## config.mk

```make
export PLATFORM = sky130hd
export DESIGN_NAME = stable_matching_engine_top
export DESIGN_NICKNAME = d
export VERILOG_FILES = /design/src/hdl/smatch_pkg.sv /design/src/hdl/smatch_ctrl.sv /design/src/hdl/smatch_dp.sv /design/src/hdl/stable_matching_engine_top.sv
export SDC_FILE = /design/constraint.sdc
export NUM_CORES = 2
export LEC_CHECK = 0
export BUFFER_PORTS_ARGS = -buffer_cell sky130_fd_sc_hd__clkbuf_2
export CORE_ASPECT_RATIO = 0.6
export CORE_MARGIN = 10
export CORE_UTILIZATION = 60
export CTS_CLUSTER_DIAMETER = 100
export DETAILED_ROUTE_END_ITERATION = 6
export HOLD_SLACK_MARGIN = 0.06
export PLACE_DENSITY = 0.77
export SETUP_SLACK_MARGIN = 0.1
export SYNTH_ARGS = -nofsm -noshare
export SYNTH_HDL_FRONTEND = slang
export SYNTH_SLANG_ARGS = --single-unit
```

## constraint.sdc

```tcl
create_clock -name clk -period 6.42 [get_ports clk]
set_input_delay 0.642 -clock clk [delete_from_list [all_inputs] [get_ports clk]]
set_output_delay 0.642 -clock clk [all_outputs]
set_load 0.1 [all_outputs]
```

## src/hdl/smatch_pkg.sv

```systemverilog
// Shared types and constants for the stable matching engine.
// Used by the controller, the datapath and the top level; depends on nothing.
package smatch_pkg;

  // Largest group size; the 4-bit index fields fix it.
  localparam int unsigned MaxPeople = 16;
  localparam int unsigned IdxW      = 4;
  localparam int unsigned CntW      = 5;

  typedef enum logic [1:0] {
    OP_LOAD_MAN   = 2'd0,
    OP_LOAD_WOMAN = 2'd1,
    OP_START      = 2'd2,
    OP_NONE       = 2'd3
  } op_t;

  typedef enum logic [2:0] {
    ST_IDLE,
    ST_PICK,
    ST_FETCH,
    ST_CMP,
    ST_OUT
  } state_t;

  // Commands from the controller to the datapath.
  typedef struct packed {
    logic load;     // write a preference table entry from the input word
    logic clear;    // reset the run state at the start of a run
    logic pick;     // choose the next free man and issue his proposal
    logic fetch;    // judge the proposal once the woman is known
    logic cmp;      // settle a contest between two men
    logic out_adv;  // step to the next result pair
  } cmd_t;

  // Status from the datapath to the controller.
  typedef struct packed {
    logic man_avail;     // a queued or a not yet started man exists
    logic cand_done;     // the chosen man has tried his whole list
    logic woman_engaged; // proposal goes to an engaged, taking-part woman
    logic order_nonzero; // at least one woman got engaged
    logic out_last;      // current result pair is the final one
  } sts_t;

endpackage

```

## src/hdl/smatch_ctrl.sv

```systemverilog
// Controller state machine of the stable matching engine.
// Depends on smatch_pkg; drives the datapath through cmd_t and reads sts_t.
module smatch_ctrl (
  input  logic               clk,
  input  logic               rst_n,
  input  logic               in_tvalid,
  output logic               in_tready,
  input  smatch_pkg::op_t    in_op,
  output logic               out_tvalid,
  input  logic               out_tready,
  input  smatch_pkg::sts_t   sts,
  output smatch_pkg::cmd_t   cmd
);

  smatch_pkg::state_t state_r, state_nxt;

  // State register.
  always_ff @(posedge clk) begin
    if (!rst_n) begin
      state_r <= smatch_pkg::ST_IDLE;
    end else begin
      state_r <= state_nxt;
    end
  end

  // Next state.
  always_comb begin
    state_nxt = state_r;
    case (state_r)
      smatch_pkg::ST_IDLE: begin
        if (in_tvalid && in_op == smatch_pkg::OP_START) state_nxt = smatch_pkg::ST_PICK;
      end
      smatch_pkg::ST_PICK: begin
        if (sts.man_avail) begin
          state_nxt = sts.cand_done ? smatch_pkg::ST_PICK : smatch_pkg::ST_FETCH;
        end else begin
          state_nxt = sts.order_nonzero ? smatch_pkg::ST_OUT : smatch_pkg::ST_IDLE;
        end
      end
      smatch_pkg::ST_FETCH: begin
        state_nxt = sts.woman_engaged ? smatch_pkg::ST_CMP : smatch_pkg::ST_PICK;
      end
      smatch_pkg::ST_CMP: state_nxt = smatch_pkg::ST_PICK;
      smatch_pkg::ST_OUT: begin
        if (out_tready && sts.out_last) state_nxt = smatch_pkg::ST_IDLE;
      end
      default: state_nxt = smatch_pkg::ST_IDLE;
    endcase
  end

  // Outputs.
  always_comb begin
    cmd        = '0;
    in_tready  = 1'b0;
    out_tvalid = 1'b0;
    case (state_r)
      smatch_pkg::ST_IDLE: begin
        in_tready = 1'b1;
        cmd.load  = in_tvalid && (in_op == smatch_pkg::OP_LOAD_MAN ||
                                  in_op == smatch_pkg::OP_LOAD_WOMAN);
        cmd.clear = in_tvalid && in_op == smatch_pkg::OP_START;
      end
      smatch_pkg::ST_PICK:  cmd.pick  = sts.man_avail;
      smatch_pkg::ST_FETCH: cmd.fetch = 1'b1;
      smatch_pkg::ST_CMP:   cmd.cmp   = 1'b1;
      smatch_pkg::ST_OUT: begin
        out_tvalid  = 1'b1;
        cmd.out_adv = out_tready;
      end
      default: ;
    endcase
  end

endmodule

```

## src/hdl/smatch_dp.sv

```systemverilog
// Datapath of the stable matching engine: preference memories, per-person
// state, the free-man queue and the result list. Depends on smatch_pkg.
module smatch_dp (
  input  logic              clk,
  input  logic              rst_n,
  input  logic              cfg_valid,
  input  logic [4:0]        cfg_data,
  input  smatch_pkg::op_t   in_op,
  input  logic [3:0]        in_person,
  input  logic [3:0]        in_position,
  input  logic [3:0]        in_choice,
  input  smatch_pkg::cmd_t  cmd,
  output smatch_pkg::sts_t  sts,
  output logic [3:0]        out_man,
  output logic [3:0]        out_woman
);

  localparam int unsigned N  = smatch_pkg::MaxPeople;
  localparam int unsigned IW = smatch_pkg::IdxW;
  localparam int unsigned CW = smatch_pkg::CntW;

  // Preference memories, one read port each plus a second on the rank table.
  logic [IW-1:0] man_prefs  [N*N];
  logic [IW-1:0] woman_rank [N*N];
  logic [IW-1:0] pref_rd_r, rank_a_r, rank_b_r;

  logic [CW-1:0] active_r;
  logic [CW-1:0] n_eff;
  logic [CW-1:0] next_choice_r [N];
  logic [N-1:0]  engaged_r;
  logic [IW-1:0] partner_r [N];
  logic [IW-1:0] queue_r [N];
  logic [IW-1:0] head_r, tail_r;
  logic [CW-1:0] qcount_r;
  logic [CW-1:0] new_man_r;
  logic [IW-1:0] order_r [N];
  logic [CW-1:0] ocount_r;
  logic [CW-1:0] k_r;
  logic [IW-1:0] man_r, woman_r;

  logic [IW-1:0] cand;
  logic          qnz;
  logic [IW-1:0] fw;
  logic          fw_out;
  logic          push_en;
  logic [IW-1:0] push_man;

  // Active count, clamped to the supported range.
  always_ff @(posedge clk) begin
    if (!rst_n) begin
      active_r <= CW'(N);
    end else if (cfg_valid) begin
      active_r <= cfg_data;
    end
  end
  assign n_eff = (active_r == '0) ? CW'(1) : (active_r > CW'(N)) ? CW'(N) : active_r;

  // Candidate man: the queue comes first, then the next man in index order.
  assign qnz  = qcount_r != '0;
  assign cand = qnz ? queue_r[head_r] : new_man_r[IW-1:0];
  assign fw     = pref_rd_r;
  assign fw_out = {1'b0, fw} >= n_eff;

  assign sts.man_avail     = qnz || (new_man_r < n_eff);
  assign sts.cand_done     = next_choice_r[cand] >= n_eff;
  assign sts.woman_engaged = !fw_out && engaged_r[fw];
  assign sts.order_nonzero = ocount_r != '0;
  assign sts.out_last      = (k_r + CW'(1)) == ocount_r;

  // Loser of a proposal or a contest rejoins the queue.
  always_comb begin
    push_en  = 1'b0;
    push_man = man_r;
    if (cmd.fetch && fw_out) begin
      push_en = 1'b1;
    end else if (cmd.cmp) begin
      push_en  = 1'b1;
      push_man = (rank_a_r < rank_b_r) ? partner_r[woman_r] : man_r;
    end
  end

  // Memory writes and registered reads.
  always_ff @(posedge clk) begin
    if (cmd.load && in_op == smatch_pkg::OP_LOAD_MAN) begin
      man_prefs[{in_person, in_position}] <= in_choice;
    end
    if (cmd.load && in_op == smatch_pkg::OP_LOAD_WOMAN) begin
      woman_rank[{in_person, in_choice}] <= in_position;
    end
    if (cmd.pick) begin
      pref_rd_r <= man_prefs[{cand, next_choice_r[cand][IW-1:0]}];
    end
    if (cmd.fetch) begin
      rank_a_r <= woman_rank[{fw, man_r}];
      rank_b_r <= woman_rank[{fw, partner_r[fw]}];
    end
  end

  // Run state: queue, choice counters, engagements and the result list.
  always_ff @(posedge clk) begin
    if (!rst_n || cmd.clear) begin
      engaged_r <= '0;
      head_r    <= '0;
      tail_r    <= '0;
      qcount_r  <= '0;
      new_man_r <= '0;
      ocount_r  <= '0;
      k_r       <= '0;
      for (int i = 0; i < N; i++) next_choice_r[i] <= '0;
    end else begin
      if (cmd.pick) begin
        man_r <= cand;
        if (qnz) begin
          head_r   <= head_r + IW'(1);
          qcount_r <= qcount_r - CW'(1);
        end else begin
          new_man_r <= new_man_r + CW'(1);
        end
        if (!sts.cand_done) next_choice_r[cand] <= next_choice_r[cand] + CW'(1);
      end
      if (cmd.fetch) begin
        woman_r <= fw;
        if (!fw_out && !engaged_r[fw]) begin
          engaged_r[fw] <= 1'b1;
          partner_r[fw] <= man_r;
          if (ocount_r < CW'(N)) begin
            order_r[ocount_r[IW-1:0]] <= fw;
            ocount_r <= ocount_r + CW'(1);
          end
        end
      end
      if (cmd.cmp && rank_a_r < rank_b_r) partner_r[woman_r] <= man_r;
      if (push_en && qcount_r < CW'(N)) begin
        queue_r[tail_r] <= push_man;
        tail_r   <= tail_r + IW'(1);
        qcount_r <= qcount_r + CW'(1);
      end
      if (cmd.out_adv) k_r <= k_r + CW'(1);
    end
  end

  // Current result pair.
  assign out_woman = order_r[k_r[IW-1:0]];
  assign out_man   = partner_r[out_woman];

endmodule

```

## src/hdl/stable_matching_engine_top.sv

```systemverilog
// Top level of the stable matching engine.
// Depends on smatch_pkg, smatch_ctrl and smatch_dp.
// Load words write the preference tables. A start word runs men-proposing
// Gale-Shapley matching: each proposal goes through the preference memory
// read (PICK, FETCH), adding a compare of two ranks (CMP) when the woman is
// engaged, and each man with an exhausted list is skipped in PICK. The pairs
// then leave one per cycle while out_tready is high, in order of each woman's
// first engagement, tlast on the final pair. No input word is taken while a
// run or its results are in progress.
module stable_matching_engine_top (
  input  logic        clk,
  input  logic        rst_n,
  input  logic        cfg_valid,
  output logic        cfg_ready,
  input  logic [4:0]  cfg_data,    // active_count
  input  logic        in_tvalid,
  output logic        in_tready,
  input  logic [15:0] in_tdata,    // operation[1:0], person[5:2], position[9:6], choice[13:10]
  output logic        out_tvalid,
  input  logic        out_tready,
  output logic [7:0]  out_tdata,   // man_index[3:0], woman_index[7:4]
  output logic        out_tlast
);

  smatch_pkg::cmd_t cmd;
  smatch_pkg::sts_t sts;
  smatch_pkg::op_t  op;
  logic [3:0]       man, woman;

  assign cfg_ready = 1'b1;
  assign op        = smatch_pkg::op_t'(in_tdata[1:0]);

  smatch_ctrl u_ctrl (
    .clk, .rst_n, .in_tvalid, .in_tready, .in_op(op),
    .out_tvalid, .out_tready, .sts, .cmd
  );

  smatch_dp u_dp (
    .clk, .rst_n, .cfg_valid, .cfg_data, .in_op(op),
    .in_person(in_tdata[5:2]), .in_position(in_tdata[9:6]),
    .in_choice(in_tdata[13:10]), .cmd, .sts,
    .out_man(man), .out_woman(woman)
  );

  assign out_tdata = {woman, man};
  assign out_tlast = sts.out_last;

endmodule

```

==> flow_metrics.env <==
export IMPL_status="complete, but fails checks"
export IMPL_violations="DRC"
export IMPL_fin_hold_ws_ns=0.0872
export IMPL_post_place_ws_ns=0.418
export IMPL_setup_viol=0
export IMPL_core_area_um2=176000
export IMPL_cpMaxStageDelayCell="nor4_1"
export IMPL_initial_core_util=0.605
export IMPL_grt_ovfl_total=0
export IMPL_cts_sinks=2404
export IMPL_fillers=11400
export IMPL_final_nets=6795
export IMPL_dp_cells=8866
export IMPL_yosys_warnings=0
export IMPL_path_max_fanout=97
export IMPL_maxCapViolCount=0
export IMPL_synth_distinct_cells=81
export IMPL_power_density_nw_per_um2=299
export IMPL_yosysTopAreaCellShare=0.660
export IMPL_netlist_instances=6732
export IMPL_worst_slew_pin_slew_ns=1.35
export IMPL_hold_violations=0
export IMPL_cts_tree="yes"
export IMPL_htreeDepth=4
export IMPL_root_buffer="clkbuf_16"
export IMPL_grt_use_total=0.309
export IMPL_criticalPathCategory="register to register"
export IMPL_worstHoldPathType="input pin to register"
export IMPL_worstPathRequired_ns=7.05
export IMPL_final_cells=9274
export IMPL_async_flop_share=0
export IMPL_ant_nets=0
export IMPL_max_freq_mhz=161
export IMPL_grt_max_degree=229
export IMPL_dp_hpwl_um=197000
export IMPL_core_rowCount=119
export IMPL_syn_cell_area_um2=106000
export IMPL_routed_via_density=7.20
export IMPL_routabilityCongestion=0.967
export IMPL_grt_pass1_vias=62900
export IMPL_post_route_period_util=0.968
export IMPL_first_pass_iters=7
export IMPL_timing_final_crit_period_ns=6.22
export IMPL_crit_top_cell="mux2i_1"
export IMPL_crit_family="compound AO/OA/AOI/OAI gates"
export IMPL_fin_setup_tns_ns=0
export IMPL_drive_gt1_frac=0.195
export IMPL_clk_latency_ns=0.88
export IMPL_wl_per_cell_um=33.3
export IMPL_antenna_found_initial=24
export IMPL_path_clk_slew_ns=0.07
export IMPL_yosys_area_top_type="edfxtp_1"
export IMPL_drt_iter0_drc=13300
export IMPL_synthTopCellsByArea="edfxtp_1 66%, mux4_2 15%, nand2_1 3.3%"
export IMPL_relSlewSlack=0.0996
export IMPL_crit_buf_inv=3
export IMPL_crit_chain="nor4_1, a21o_1, a41oi_1, or2_2, inv_8, mux2i_1, a32o_1, o21ai_4, and2_4, inv_16, buf_16, mux2i_1, mux2i_1, a32oi_1, a211oi_1, a31oi_1, a31oi_1, or4_1"
export IMPL_fin_ws_ns=0.203
export IMPL_die_area_um2=195000
export IMPL_multi_input_area_um2=32800
export IMPL_place_port_buffers=34
export IMPL_start_kind="register"
export IMPL_clk_path_buf_depth=4
export IMPL_leakagePower_nw=37.6
export IMPL_synthFlopType="edfxtp_1"
export IMPL_num_vias=66800
export IMPL_num_io_pins=38
export IMPL_synth_top_cells_by_count="2,340 x edfxtp_1, 945 x nand2_1, 749 x nor2_1, 710 x mux4_2, 322 x nand3_1"
export IMPL_max_stage_delay_ns=0.57
export IMPL_fp_dieW_um=564
export IMPL_skew_ns=0.0544
export IMPL_synth_net_count=6790
export IMPL_seq_area_frac_synth=0.672
export IMPL_dieHeight_um=346
export IMPL_peakVddDrop_mv=0.242
export IMPL_crit_arrival_ns=6.84
export IMPL_drt_wl_total_um=309000
export IMPL_worstSetupEndpointType="register"
export IMPL_drv_slew=0
export IMPL_drc=8
export IMPL_cts_buffers=217
export IMPL_area_delta_synth_final_pct=9.44
export IMPL_syn_avg_cell_area_um2=15.8
export IMPL_ys_ff_latch=2404
export IMPL_seq_area_um2=71500
export IMPL_yosysMostFrequentCell="edfxtp_1"
export IMPL_synth_edff_count=2340
export IMPL_grt_pass1_wl_um=445000
export IMPL_rsz0062_at_grt="false"
[placed cells by master, fill, tap and decap left out, types with 12 or more instances in the layout]
cell,netlist,final
buf_12,0,30
dfxtp_1,64,63
mux2i_1,320,320
inv_1,24,24
a311oi_1,18,18
clkbuf_16,0,218
clkinv_2,0,30
nand2_1,945,935
clkbuf_2,0,26
a211oi_1,15,15
and3_1,30,29
mux2_2,25,24
a221oi_1,19,19
buf_4,18,205
nor2_1,749,744
a31oi_1,55,55
clkbuf_8,0,13
edfxtp_1,2340,2340
nor2b_1,24,23
nor3_1,26,25
o22ai_1,13,13
nand4_1,68,68
clkbuf_1,248,55
o21ai_0,51,50
ha_1,31,31
xor2_1,17,17
clkinv_1,0,43
o211ai_1,19,19
a32oi_1,66,66
a21oi_1,115,115
nand2b_1,18,18
nand3_1,322,314
mux4_2,710,706
diode_2,0,12
nor4_1,14,14
[power by group]
group	internal, mW	switching (mW)
combinational	1.67	3.36
sequential	17.2	0.0364
clock	6.80	5.72
[path summary, 6_finish.rpt]
kind	startpoint	end	slack, ns	cells past startpoint
worst max register to register	u_dp.qcount_r[0]	u_dp.fw[2]	0.20	18
worst max-delay path	u_dp.qcount_r[0]	u_dp.fw[2]	0.20	18
worst min-delay path	cfg_data[1]	u_dp.active_r[1]	0.09	3
worst min register to register	u_dp.engaged_r[14]	u_dp.engaged_r[14]	0.47	2
[cells by family (layout without fill, tap and decap cells)]
group,after synthesis,count (layout),share of synthesized area
adders and majority gates,32,32,0.00383
buffers and inverters,519,690,0.0212
and+or+nand+nor,2243,2243,0.0885
DFF,2404,2404,0.672
AOI/OAI and AO/OA,451,451,0.0292
muxes,1055,1055,0.183
xor gates and xnor gates,27,27,0.00222
other,1,13,0.0000352
[routing by layer]
layer	vias up	share of wire	GRT usage
met5	-	0.00078	0.00319
met4	26	0.030	0.0796
met3	797	0.21	0.169
met2	6217	0.39	0.395
met1	33300	0.37	0.459
li1	26400	-	-
[layout make-up]
cell class              count  share of cell area
multi-input cells        3809               0.282
clock buffers             285              0.0500
well taps                2359              0.0253
clock inverters           100             0.00668
repair buffers            273              0.0208
inverters                  32             0.00137
diodes                     12            0.000258
flip-flops and latches   2404               0.614
[state kept, by name, indices dropped and copies added (netlist names), named ones only]
register	cells
u_dp.tail_r	4
u_dp.active_r	5
u_dp.rank_a_r	4
u_dp.queue_r	64
u_dp.rank_b_r	4
u_ctrl.state_r	3
u_dp.ocount_r	5
u_dp.fw	4
u_dp.man_prefs	1024
u_dp.partner_r	64
u_dp.woman_rank	1024
u_dp.order_r	64
u_dp.new_man_r	5
u_dp.engaged_r	16
u_dp.qcount_r	5
u_dp.man_r	4
u_dp.next_choice_r	80
u_dp.woman_r	4
u_dp.head_r	4
u_dp.k_r	5
[stage by stage]
stage	util	area [µm²]	power (mW)
after floorplan	-	106000	20.5
after global placement	0.624	110000	22.3
after detailed placement	0.624	110000	22.4
after CTS	0.662	116000	34.6
after global routing	0.662	116000	35.6
final	0.663	117000	34.8
[worst register-to-register path, delay by kind of cell (launching register included)]
kind,cells,cell delay (ns)
compound gates,8,2.06
flops,1,0.38
buf+inv,3,1.00
simple gates,4,1.63
mux,3,0.92
[timing repair]
| action | 4_1_cts | 5_1_grt |
|---|---|---|
| hold buffers | 3 | 0 |
| hold endpoints to repair | 3 | 0 |
| buffers inserted | 0 | 8 |
| endpoints found under the setup margin | 0 | 17 |
| resized for setup | 0 | 4 |
Power figures use the tool's default switching activity.
